`config.mk`:
```
export PLATFORM = sky130hd
export DESIGN_NAME = sgs_cfg
export DESIGN_NICKNAME = d
export VERILOG_FILES = /design/src/rtl/sgs_pkg.sv /design/src/rtl/sgs_cfg.sv
export SDC_FILE = /design/constraint.sdc
export NUM_CORES = 1
export LEC_CHECK = 0
export ABC_AREA = 1
export CORE_MARGIN = 10
export CORE_UTILIZATION = 47
export DETAILED_ROUTE_END_ITERATION = 10
export DONT_BUFFER_PORTS = 1
export SYNTH_ARGS = -nofsm -noshare
export SYNTH_HDL_FRONTEND = slang
export SYNTH_SLANG_ARGS = --single-unit
```
`constraint.sdc`:
```
create_clock -name clk -period 1.5 [get_ports clk]
set_clock_uncertainty 0.15 [all_clocks]
set_input_delay 0.3 -clock clk [delete_from_list [all_inputs] [get_ports clk]]
set_output_delay 0.3 -clock clk [all_outputs]
set_load 0.05 [all_outputs]
```
`src/rtl/sgs_pkg.sv`:
```
// sgs_pkg: shared types and constants for the sobel gradient stream unit
// no dependencies; imported by every module of the block
`default_nettype none

package sgs_pkg;

  // frame geometry
  localparam int MAX_WIDTH  = 2048;
  localparam int COL_W      = $clog2(MAX_WIDTH);
  localparam int CFG_W      = 12;
  localparam int PIX_W      = 8;
  localparam int GRAD_W     = 11;
  localparam int PADDR_W    = 3;
  localparam int PDATA_W    = 32;

  // reset values of the frame registers
  localparam logic [CFG_W-1:0] WIDTH_RST  = CFG_W'(1920);
  localparam logic [CFG_W-1:0] HEIGHT_RST = CFG_W'(1080);

  // register index, taken from paddr bit 2
  typedef enum logic [0:0] {
    REG_WIDTH  = 1'b0,
    REG_HEIGHT = 1'b1
  } reg_idx_t;

  // one entry of the line memory: row-2 and row-1 pixels of a column
  typedef struct packed {
    logic [PIX_W-1:0] top;
    logic [PIX_W-1:0] mid;
  } line_pair_t;

  // fetched item handed from the fetch stage to the gradient stage
  typedef struct packed {
    logic             valid;
    logic             res;
    logic             last;
    logic [PIX_W-1:0] px;
    line_pair_t       lines;
  } stage_t;

endpackage

`default_nettype wire

```
`src/rtl/sgs_cfg.sv`:
```
// sgs_cfg: APB-style register file holding frame width and height
// depends on sgs_pkg
`default_nettype none

module sgs_cfg import sgs_pkg::*; (
  input  wire logic               clk,
  input  wire logic               rst_n,
  input  wire logic               psel,
  input  wire logic               penable,
  input  wire logic               pwrite,
  input  wire logic [PADDR_W-1:0] paddr,
  input  wire logic [PDATA_W-1:0] pwdata,
  output logic      [PDATA_W-1:0] prdata,
  output logic                    pready,
  output logic      [CFG_W-1:0]   frame_width,
  output logic      [CFG_W-1:0]   frame_height
);

  logic [CFG_W-1:0] width_r;
  logic [CFG_W-1:0] height_r;
  logic             wr_en;
  reg_idx_t         reg_idx;

  assign pready  = 1'b1;
  assign wr_en   = psel && penable && pwrite;
  assign reg_idx = reg_idx_t'(paddr[2]);

  // register writes
  always_ff @(posedge clk) begin
    if (!rst_n) begin
      width_r  <= WIDTH_RST;
      height_r <= HEIGHT_RST;
    end else if (wr_en) begin
      unique case (reg_idx)
        REG_WIDTH:  width_r  <= pwdata[CFG_W-1:0];
        REG_HEIGHT: height_r <= pwdata[CFG_W-1:0];
        default: ;
      endcase
    end
  end

  // register readback
  always_comb begin
    prdata = '0;
    unique case (reg_idx)
      REG_WIDTH:  prdata = {{(PDATA_W-CFG_W){1'b0}}, width_r};
      REG_HEIGHT: prdata = {{(PDATA_W-CFG_W){1'b0}}, height_r};
      default:    prdata = '0;
    endcase
  end

  assign frame_width  = width_r;
  assign frame_height = height_r;

endmodule

`default_nettype wire

```
# Word level (Yosys, flattened, before mapping)
# Cells that the tools add are included.
dict set report totals {
  reg_bits 24
  input_bits 40
  out_inout_bits 57
  wordCells 8
}
dict set report op_classes {
  muxes 1
  bitwise 1
  n_reduce_logical 4
}
# op count
set op_table {}
lappend op_table {{case mux 32 bit (2 select lines)} 1}
lappend op_table {{AND reduction 2 bit} 2}
lappend op_table {{logical AND 1 bit} 2}
lappend op_table {{inverter 1 bit} 1}

# Longest topological paths before layout
dict set report logic_depth {
  ltp_word 3
  ltp_mapped 6
}

# Least setup slack after synthesis
# No wires, ideal clock.
dict set report synth_timing {
  kind {register to output}
  startpoint {register height_r[0], in the netlist frame_height[0]}
  endpoint {output port prdata[0]}
  t_arrival_ps 1079
  required_ps 1050
  path_slack_ps -29
  path_stages_with_launch 3
  n_path_buf 0
  cell_sequence {dfxtp_1 > nand2_1 > nand2_1}
}
dict set report synth_via {
  elab_chain_len 1
}
# element line_no
set synth_lines {}
lappend synth_lines {{start: declaration} sgs_cfg.sv:20} ;# logic [CFG_W-1:0] height_r;
lappend synth_lines {{start signal: assignment} sgs_cfg.sv:36} ;# REG_HEIGHT: height_r <= pwdata[CFG_W-1:0];
lappend synth_lines {{case mux 32 bit (2 select lines)} sgs_cfg.sv:45} ;# unique case (reg_idx)
lappend synth_lines {{end: declaration} sgs_cfg.sv:13} ;# output logic [PDATA_W-1:0] prdata,
# Every way passes these cells. The select of a mux whose other input is x is not followed.

# Worst setup path in the final report
dict set report layout_timing {
  startpoint {register width_r[4], in the netlist frame_width[4]}
  endpoint {output port prdata[4]}
}
dict set report layout_via {
  elab_chain_len 1
}
# element line_no
set layout_lines {}
lappend layout_lines {{start: declaration} sgs_cfg.sv:19} ;# logic [CFG_W-1:0] width_r;
lappend layout_lines {{start signal: assignment} sgs_cfg.sv:35} ;# REG_WIDTH: width_r <= pwdata[CFG_W-1:0];
lappend layout_lines {{case mux 32 bit (2 select lines)} sgs_cfg.sv:45}
# Every way passes these cells. The select of a mux whose other input is x is not followed.

==> summary.md <==
| Metric | Value |
|---|---|
| Worst hold path class | in2reg |
| Max-cap violations | 0 |
| Multiplexer share of the synthesized area | 0% |
| Post-synthesis compound-gate area fraction | 0% |
| Final slew viol count | 0 |
| Worst skew pair latency | approximately 0.31 ns |
| Starting Density | about half |
| # DRC | 0 |
| Fin area | around 1800 µm² |
| Vias in the first global route | approximately 1,300 |
| WP data required | about 1.1 ns |
| Fin crit period | 1.45 ns |
| Via-to-Cell Ratio | 4.72 |
| Area Growth Syn to Fin | 44.5% |
| Slew @ Worst Pin | 0.757 ns |
| Diodes inserted | 0 |
| Drt first pass iters | 4 |
| Largest net degree at the start of global routing | 24 |
| I/O pins | between 90 and 100 |
| Multi-input logic area | ~610 µm² |
| Die area | ~5200 µm² |
| Area share of xor/xnor cells in the synthesized design | 0% |
| RSZ-0062 raised after global routing | false |
| Crit-path cells | nand2_1 > nand2_1 > buf_12 |
| Number of H-tree levels | 1 |
| Leak | 0.956 nW |
| Crit path max-delay cell type | dfxtp_2 |
| First-pass GRT wire length | 6310 µm |
| Placed wire-length estimate | between 3000 and 4000 µm |
| GPL Wtd Cong | 0.812 |
| Root buffer cell | clkbuf_4 |
| CTS tree | done |
| Worst vdd ir | 0.797 mV |
| Layout cell share with drive strength beyond 1 | a little under a third |
| DP Area | 1680 µm² |
| Worst Path Class, Setup | reg2out |
| Clk slew on worst S/H paths | ~0.15 ns |
| Post-route ant nets | 0 |
| Share of the synthesized area in the top cell type | between 30% and 40% |
| Synth area leader | dfxtp_1 |
| WP buf/inv | 1 |
| Clk pwr share | ~28% |
| Synth Cell Area | 1280 µm² |
| Routed Wire Length | roughly 3900 µm |
| Fill count | approximately 220 |
| Avg WL per Cell | roughly 14 µm |
| Vert. Die Dim | approximately 72 µm |
| Final hold viol count | 0 |
| Synthesized-area fraction occupied by and/or/nand/nor cells | between 40% and 50% |
| Top cells by area, synth | dfxtp_1 (38%), nand2_1 (21%), buf_4 (14%) |
| Fin crit share | a little over nine tenths |
| Switch Pwr | around 0.6 mW |
| FF+latch count, synth | 24 |
| Global route overflow | 0 |
| Clock sink count | 24 |
| Largest family of logic cells by synthesized area | simple AND/OR/NAND/NOR gates |
| Yosys warnings | 0 |
| Pint | roughly 1.1 mW |
| Core ar. | roughly 2500 µm² |
| Post-synthesis sequential area ratio | a little under two fifths |
| Pwr/cell area | just over 900 nW/µm² |
| Worst Path Max Fanout | 2 |
| Combinational power share | 31.6% |
| Synth Instances | 200 |
| Die Wd | 72.1 µm |
| DRT iter0 DRCs | 68 |
| Final setup fails | 0 |
| CTS buffer count | 3 |
| Outcome | complete, no violations |
| Clock Path Buffers | 2 |
| Yosys cell types | 12 |
| Site Rows | 18 |
| Crit-path max cell delay | between 0.3 and 0.4 ns |
| Crit path top cell by count | nand2_1 |
| Syn_area_per_cell | between 6 and 7 µm² |
| Type of destination of the critical path | primary output |
| # nets final | 286 |
| Max Fclk | 690 MHz |
| Layout Utilization | around 72% |
| Post-CTS setup buffer count | 0 |
| CP Launch Type | register |
| Register cell area after layout | around 500 µm² |
| Synth Area in Adders | 0% |
| DR vias | 1,299 |
| Max_slew headroom | 49.5% |
| Seq pwr share | about two fifths |
| Initial antenna violation count | 0 |
| Largest delay contributor family on the critical path | flip-flops |
| GRT Overall Usage | 14.6% |
| Worst EP arrival | 1.00 ns |
| Port Buf Inserts | 0 |
| Setup TNS Final | 0 ns |
| Sw frac | a little over a third |
-- per-stage QoR --
step                      instances  hold slack (ns)  setup WS [ns]  power [mW]
after floorplan                 219            0.263         0.0174        1.10
after global placement          262            0.239          0.193        1.19
after detailed placement        262            0.245          0.150        1.20
after CTS                       275          0.00155        0.00784        1.69
after global routing            275           0.0121        0.00747        1.75
final                           275          0.00473         0.0506        1.69
-- logic make-up after synthesis --
group,Yosys count
other,2
AND/OR/NAND/NOR,131
flip-flops,24
buffers and inverters,43
-- area by class of cell --
cell class              instances  share of cell area, %
multi-input cells             152                   33.3
repair buffers                 52                   31.5
flip-flops and latches         24                   27.7
inverters                      13                   2.65
well taps                      30                   2.04
clock inverters                 1                   1.63
clock buffers                   3                   1.22
-- routing by layer --
layer	wire length (µm)	share of wire (%)	track usage, %
met5	0	0	0
met4	72	1.8	5.59
met3	540	14	7.21
met2	1980	50	25.5
met1	1340	34	14.6
-- state kept, by name, indices dropped and copies added, names as in the netlist --
signal and count:
frame_height 12, frame_width 12
-- power groups by stage --
stage	registers, mW	clock network, mW	logic [mW]
floorplan	0.772	0	0.325
finish	0.676	0.478	0.534
global route	0.679	0.507	0.565
CTS	0.675	0.481	0.531
global placement	0.688	0	0.499
detailed placement	0.690	0	0.506
-- synthesized netlist by cell type, drive strengths merged --
cell	count
clkbuf	3
dfxtp	24
nand3	25
inv	13
conb	2
nand2	71
nor2	35
buf	27
-- path summary, 6_finish.rpt --
check | start | endpoint | slack, ns | cells after the start
min reg2reg | frame_width[8] | frame_width[8] | 0.54 | 3
max reg2reg | frame_width[7] | frame_width[7] | 0.07 | 4
max | frame_width[4] | prdata[4] | 0.05 | 3
min | paddr[2] | frame_height[8] | 0.005 | 3
-- layout by cell type (no fill, tap or decap) --
| cell type | n |
|---|---|
| nor2_1 | 33 |
| clkbuf_4 | 3 |
| nand3_1 | 25 |
| inv_2 | 1 |
| nor2_4 | 1 |
| dlymetal6s4s_1 | 1 |
| buf_6 | 4 |
| dfxtp_2 | 24 |
| nor2_2 | 1 |
| buf_12 | 12 |
| inv_1 | 12 |
| nand2_2 | 1 |
| bufinv_16 | 1 |
| conb_1 | 21 |
| nand2_1 | 70 |
| dlygate4sd3_1 | 8 |
| buf_4 | 27 |
-- what timing repair did --
item | CTS | global route
endpoints found under the setup margin | 0 | 9
hold buffers | 9 | 0
gates resized for setup | 0 | 6
hold endpoints to repair | 24 | 0
-- worst min-delay path: stages --
cell and delay, ns:
nand3_1 0.06, nand2_1 0.06, nor2_1 0.04
(Power assumes the default switching activity.)
