File: config.mk
export PLATFORM = sky130hd
export DESIGN_NAME = sgs_grad
export DESIGN_NICKNAME = d
export VERILOG_FILES = /design/src/rtl/sgs_pkg.sv /design/src/rtl/sgs_grad.sv
export SDC_FILE = /design/constraint.sdc
export NUM_CORES = 1
export LEC_CHECK = 0
export BUFFER_PORTS_ARGS = -buffer_cell sky130_fd_sc_hd__buf_2
export CAP_MARGIN = 10
export CELL_PAD_IN_SITES_DETAIL_PLACEMENT = 1
export CELL_PAD_IN_SITES_GLOBAL_PLACEMENT = 1
export CORE_MARGIN = 2
export CORE_UTILIZATION = 46
export DETAILED_ROUTE_END_ITERATION = 7
export PLACE_DENSITY = 0.9
export SYNTH_ARGS = -nofsm -noshare
export SYNTH_HDL_FRONTEND = slang
export SYNTH_SLANG_ARGS = --single-unit
File: constraint.sdc
create_clock -name clk -period 5.28 [get_ports clk]
set_clock_uncertainty 0.1 [all_clocks]
set_input_delay 1.056 -clock clk [delete_from_list [all_inputs] [get_ports clk]]
set_output_delay 1.056 -clock clk [all_outputs]
set_load 0.005 [all_outputs]
File: src/rtl/sgs_pkg.sv
// sgs_pkg: shared types and constants for the sobel gradient stream unit
// no dependencies; imported by every module of the block
`default_nettype none

package sgs_pkg;

  // frame geometry
  localparam int MAX_WIDTH  = 2048;
  localparam int COL_W      = $clog2(MAX_WIDTH);
  localparam int CFG_W      = 12;
  localparam int PIX_W      = 8;
  localparam int GRAD_W     = 11;
  localparam int PADDR_W    = 3;
  localparam int PDATA_W    = 32;

  // reset values of the frame registers
  localparam logic [CFG_W-1:0] WIDTH_RST  = CFG_W'(1920);
  localparam logic [CFG_W-1:0] HEIGHT_RST = CFG_W'(1080);

  // register index, taken from paddr bit 2
  typedef enum logic [0:0] {
    REG_WIDTH  = 1'b0,
    REG_HEIGHT = 1'b1
  } reg_idx_t;

  // one entry of the line memory: row-2 and row-1 pixels of a column
  typedef struct packed {
    logic [PIX_W-1:0] top;
    logic [PIX_W-1:0] mid;
  } line_pair_t;

  // fetched item handed from the fetch stage to the gradient stage
  typedef struct packed {
    logic             valid;
    logic             res;
    logic             last;
    logic [PIX_W-1:0] px;
    line_pair_t       lines;
  } stage_t;

endpackage

`default_nettype wire

File: src/rtl/sgs_grad.sv
// sgs_grad: 3x3 window columns, sobel gradients and the result register
// depends on sgs_pkg
`default_nettype none

module sgs_grad import sgs_pkg::*; (
  input  wire logic                     clk,
  input  wire logic                     rst_n,
  input  wire stage_t                   stage,
  output logic                          take,
  output logic                          out_valid,
  input  wire logic                     out_ready,
  output logic signed [GRAD_W-1:0]      out_grad_x,
  output logic signed [GRAD_W-1:0]      out_grad_y,
  output logic                          out_frame_end
);

  // window columns, rows top, mid, bottom; col2 is column x-2, col1 is x-1
  logic [PIX_W-1:0] c2_r [3];
  logic [PIX_W-1:0] c1_r [3];
  logic signed [GRAD_W-1:0] l0, l1, l2, m0, m2, n0, n1, n2;
  logic signed [GRAD_W-1:0] gx, gy;
  logic signed [GRAD_W-1:0] gx_r, gy_r;
  logic             end_r;
  logic             out_valid_r, out_valid_nxt;
  logic             out_free;

  assign out_free = !out_valid_r || out_ready;
  assign take     = stage.valid && (!stage.res || out_free);

  // widen window values to signed
  assign l0 = $signed({{(GRAD_W-PIX_W){1'b0}}, c2_r[0]});
  assign l1 = $signed({{(GRAD_W-PIX_W){1'b0}}, c2_r[1]});
  assign l2 = $signed({{(GRAD_W-PIX_W){1'b0}}, c2_r[2]});
  assign m0 = $signed({{(GRAD_W-PIX_W){1'b0}}, c1_r[0]});
  assign m2 = $signed({{(GRAD_W-PIX_W){1'b0}}, c1_r[2]});
  assign n0 = $signed({{(GRAD_W-PIX_W){1'b0}}, stage.lines.top});
  assign n1 = $signed({{(GRAD_W-PIX_W){1'b0}}, stage.lines.mid});
  assign n2 = $signed({{(GRAD_W-PIX_W){1'b0}}, stage.px});

  // right minus left, bottom minus top, centre weight two
  assign gx = (n0 - l0) + ((n1 - l1) <<< 1) + (n2 - l2);
  assign gy = (l2 - l0) + ((m2 - m0) <<< 1) + (n2 - n0);

  // window shifts on every pixel
  always_ff @(posedge clk) begin
    if (!rst_n) begin
      for (int i = 0; i < 3; i++) begin
        c2_r[i] <= '0;
        c1_r[i] <= '0;
      end
    end else if (take) begin
      c2_r    <= c1_r;
      c1_r[0] <= stage.lines.top;
      c1_r[1] <= stage.lines.mid;
      c1_r[2] <= stage.px;
    end
  end

  // result register occupancy
  always_comb begin
    out_valid_nxt = out_valid_r;
    if (take && stage.res) begin
      out_valid_nxt = 1'b1;
    end else if (out_ready) begin
      out_valid_nxt = 1'b0;
    end
  end

  always_ff @(posedge clk) begin
    if (!rst_n) begin
      out_valid_r <= 1'b0;
    end else begin
      out_valid_r <= out_valid_nxt;
    end
  end

  // result payload
  always_ff @(posedge clk) begin
    if (take && stage.res) begin
      gx_r  <= gx;
      gy_r  <= gy;
      end_r <= stage.last;
    end
  end

  assign out_valid     = out_valid_r;
  assign out_grad_x    = gx_r;
  assign out_grad_y    = gy_r;
  assign out_frame_end = end_r;

endmodule

`default_nettype wire
Word level (Yosys, flattened, before mapping)
Index checks and enable logic that the tools add are counted.

storage, ports and cells
  flip-flop bits (word level) = 72
  bits in latches = 0
  RAM bits = 0
  ROM bits = 0
  bits of input ports = 30
  output and inout port bits = 25
  memories = 0

cells by class
  add/subtract/negate cells = 10
  multiply operators = 0
  div/mod/pow operators = 0
  $lt $le $gt $ge = 0
  eq/ne operators = 0
  shift operators = 0
  mux-type cells = 2
  bitwise logic cells = 0
  reductions and logical operators = 7

operators with widths
  operator                                     number
  8-bit by 8-bit subtractor with 9-bit output  6
  11-bit by 9-bit adder with 11-bit output     2
  9-bit by 10-bit adder with 11-bit output     2
  1-bit logical AND                            2
  1-bit logical NOT                            2
  1-bit logical OR                             2
  1-bit two-way mux                            2
  2-bit nonzero test                           1

Depth between registers and ports, before layout
  depth in word-level cells = 6
  depth in mapped cells = 17
  gate-level depth less buffers = 17

Least setup slack after synthesis
OpenSTA, ideal clock, no wires.

  path type = in2reg
  from = in stage[16] (netlist bit)
  to = reg gy_r[10] (netlist: out_grad_y[10]) (data pin)
  data arrival time = 3.966 ns
  slack = 0.954 ns
  stages = 15
  path buffers = 0
  cell sequence = inv_1 ha_1 inv_1 fa_1 a21o_1 a21oi_1 xor2_1 fa_1 inv_1 ha_1 and3_4 a2111oi_4 o21ai_1 a21oi_1 xnor2_1

on the way
  cells in the longest elaborated chain, start to end = 2

RTL lines
  item                                         RTL line        text
  start, declared                              sgs_grad.sv:8   input wire stage_t stage,
  8-bit by 8-bit subtractor with 9-bit output  sgs_grad.sv:42  assign gy = (l2 - l0) + ((m2 - m0) <<< 1) + (n2 - n0);
  11-bit by 9-bit adder with 11-bit output     sgs_grad.sv:42
  net gy[10]                                   sgs_grad.sv:21  logic signed [GRAD_W-1:0] gx, gy;
  end signal, assigned                         sgs_grad.sv:81  gy_r <= gy;
  end, declared                                sgs_grad.sv:22  logic signed [GRAD_W-1:0] gx_r, gy_r;

The timed path passes the listed nets, and every way through them passes these cells.
A chain may end at the register's enable or synchronous reset.

Worst setup path in the final report
  from = in stage[16] (netlist bit)
  to = reg gy_r[9] (netlist: out_grad_y[9]) (data pin)

The elaborated chain is that of the path after synthesis.

==> impl_metrics.csv <==
group,metric,value,unit
status,status,"finished clean",
clock_tree,cts_buffers,9,
sta,max_freq,222,MHz
sta,slew_viol_final,0,
final_layout,fillers,1483,
critical_path,cp_slowest_cell,"fa_1",
floorplan,die-area,0.0134,mm²
final_layout,nets,831,
synthesis,syn_inst,655,
synthesis,yosysWarnings,0,
floorplan,io_pins,55,
synthesis,ys.flop_type,"dfxtp_1",
sta,maxSlewHeadroom,41.9,%
drt,routed_wirelength,14.9,mm
power,p_clk_share,21.5,%
sta,tightest_slew,0.871,ns
global_routing,gr-total-overflow,0,
final_layout,layout_common_cells,"112 x nand2_1, 92 x inv_1, 68 x ha_1, 54 x buf_2, 49 x dfxtp_1",
sta,setup_viol,0,
final_layout,syn2layout_area_growth,12.0,%
worst_hold_path,hp-class,"reg2reg",
power,leakage,2.84,nW
global_routing,grt_pass1_wl,24.6,mm
critical_path,critPathTopFamily,"adder cells",
synthesis,netlist_area,0.00576,mm²
power,p_int,0.00164,W
power,seqPwrFrac,28.6,%
final_layout,design_area,0.00645,mm²
job,maxCapViolations,0,
placement,port_buffers,54,
floorplan,core_area,0.0121,mm²
critical_path,worst_setup_path_start_kind,"input port",
final_layout,multi_input_area,0.00367,mm²
final_layout,mostFrequentLayoutCell,"nand2_1",
critical_path,cp_common_cell,"inv_1",
drt,drt_iter0_drc,174,
drt,drc,0,
placement,hpwl,11.5,mm
clock_tree,cts_setup_buffers,0,
drt,via_count,4704,
synthesis,ys_types,43,
sta,fin_tns_setup,0,ns
synthesis,synthArstFlopShare,0,%
drt,drtPass1Iterations,4,
sta,finalCritPeriodShare,85.5,%
critical_path,end_kind,"flop",
sta,hold_violations,0,
clock_tree,clkLatencyLatePin,0.35,ns
critical_path,r2r-start,"c1_r[16]$_SDFFE_PN0P_",
final_layout,register_area,0.00167,mm²
global_routing,grt_max_degree,50,
sta,worst_hold_slack,0.364,ns
worst_hold_path,min_from,"c1_r[12]$_SDFFE_PN0P_",
global_routing,grt_pass1_vias,5201,
floorplan,die_h,116,µm
critical_path,crit_path_max_fanout,6,
final_layout,drive_gt1_share,11.1,%
power,p_sw,0.000982,W
power,peakVddDrop,0.204,mV
clock_tree,path_clk_slew,0.06,ns
final_layout,finalNonFillerCells,879,
final_layout,final_core_util,53.2,%
sta,finalCriticalPeriod,4.51,ns
power,comb_power_share,49.9,%
synthesis,synth_nets,779,
sta,rsz0062_at_grt,"no",
critical_path,crit_start,"stage[16]",
floorplan,rows,40,
placement,place_area,0.00619,mm²
synthesis,ys_ff_latch,72,
clock_tree,cts.path.max_buffers,2,
global_routing,antenna_found_initial,0,
global_routing,grtUsageTotal,23.7,%
final_layout,n_antenna_cell,0,
critical_path,cp.required,5.27,ns
clock_tree,cts-root-buf,"clkbuf_16",
floorplan,die_w,116,µm
clock_tree,htreeDepth,3,
critical_path,slowest_delay,0.55,ns
placement,placed_cells,864,
clock_tree,cts_tree,"built",
synthesis,syn_avg_cell_area,8.79,µm²
drt,wl_per_cell,16.9,µm
synthesis,synth_edf_count,23,
critical_path,critPathKind,"in2reg",
drt,avgViaCountPerCell,5.35,
clock_tree,cts-resized-gates,0,
clock_tree,clkSinkCount,72,
power,power_density,406,mW/mm²
critical_path,cp.arrival,4.50,ns
synthesis,ys_seq_area_share,29.0,%
floorplan,start_util,47.5,%
power,switching_share,37.5,%
critical_path,cp_num_buf_inv,4,
clock_tree,cts_hold_buf,0,
placement,gp_congestion,0.845,
critical_path,path_cells,"buf_2 > inv_1 > ha_1 > inv_1 > fa_1 > a21o_1 > a21oi_1 > o21ai_1 > nor2_1 > xor2_1 > fa_1 > inv_1 > ha_1 > o2111ai_1 > nand3_1 > o41ai_1 > xnor2_1",
drt,drtAntennaViolNets,0,
through the flow:
stage	worst slack (ns)	total power, W
2_1_floorplan	0.954	0.00173
3_3_place_gp	0.659	0.00195
3_5_place_dp	0.445	0.00205
4_1_cts	0.745	0.00264
5_1_grt	0.529	0.00280
6_report	0.767	0.00262
per-layer routing:
metal	wire (µm)	vias to the layer above	GRT usage, %
li1	-	2280	-
met1	6320	2323	26.9
met2	7740	73	43.6
met3	426	28	3.71
met4	397	0	11.0
met5	0	-	0
cell families (layout without fill, tap and decap cells):
logic type	after synthesis	after routing	synth area share [%]
adders and majority gates	94	94	23.8
buffers and inverters	109	165	7.22
DFF	72	72	29.0
xor gates and xnor gates	52	52	7.91
AOI/OAI and AO/OA	129	129	16.8
and+or+nand+nor	199	199	15.2
cell type report:
cell class              instances  area share [%]
inverters                      94            5.47
clock buffers                  14            3.94
multi-input cells             474            56.9
well taps                     168            3.26
flip-flops and latches         72            25.9
repair buffers                 56            4.42
clock inverters                 1          0.0776
cell usage after synthesis, types with 4 or more instances:
cell type | instances | area (µm²)
clkbuf_1 | 8 | 30.0
nor3_1 | 15 | 75.1
nor2b_1 | 8 | 50.1
xor2_1 | 22 | 193
buf_2 | 5 | 25.0
edfxtp_1 | 23 | 691
a21o_1 | 12 | 90.1
a21boi_0 | 48 | 360
a21oi_1 | 22 | 110
o21ai_0 | 9 | 45.0
or3_1 | 5 | 31.3
nor2_1 | 28 | 105
o2111ai_1 | 5 | 43.8
nand2_1 | 112 | 420
o41a_1 | 4 | 45.0
xnor2_1 | 30 | 263
nand2b_1 | 5 | 31.3
nand3_1 | 11 | 55.1
fa_1 | 26 | 521
o21ai_1 | 6 | 30.0
inv_1 | 92 | 345
ha_1 | 68 | 851
o21a_1 | 5 | 37.5
dfxtp_1 | 49 | 981
and3_1 | 4 | 25.0
flip-flops by register name, indices dropped and copies added, names as in the netlist:
register,count
c1_r,24
out_grad_x,11
out_valid,1
out_grad_y,11
c2_r,24
out_frame_end,1
tightest hold or removal path, delay by kind of cell (launching register included):
family / cells / cell delay (ns)
compound gates: 1 / 0.06
simple gates: 1 / 0.05
flops: 1 / 0.30
power by group through the flow:
stage	Combinational (W)	Sequential, W	Clock, W
after floorplan	0.000960	0.000766	0
after global placement	0.00119	0.000756	0
after detailed placement	0.00129	0.000761	0
after CTS	0.00132	0.000750	0.000570
after global routing	0.00146	0.000755	0.000591
final	0.00131	0.000748	0.000564
worst paths after layout:
check | endpoint | slack [ns] | cells past startpoint
worst max-delay path | out_grad_y[9]$_DFFE_PP_ | 0.77 | 17
worst min-delay path | c1_r[12]$_SDFFE_PN0P_ | 0.36 | 2
worst max register to register | out_grad_y[10]$_DFFE_PP_ | 1.25 | 16
worst min register to register | c1_r[12]$_SDFFE_PN0P_ | 0.36 | 2
No activity file was read; power rests on OpenSTA's default activity.
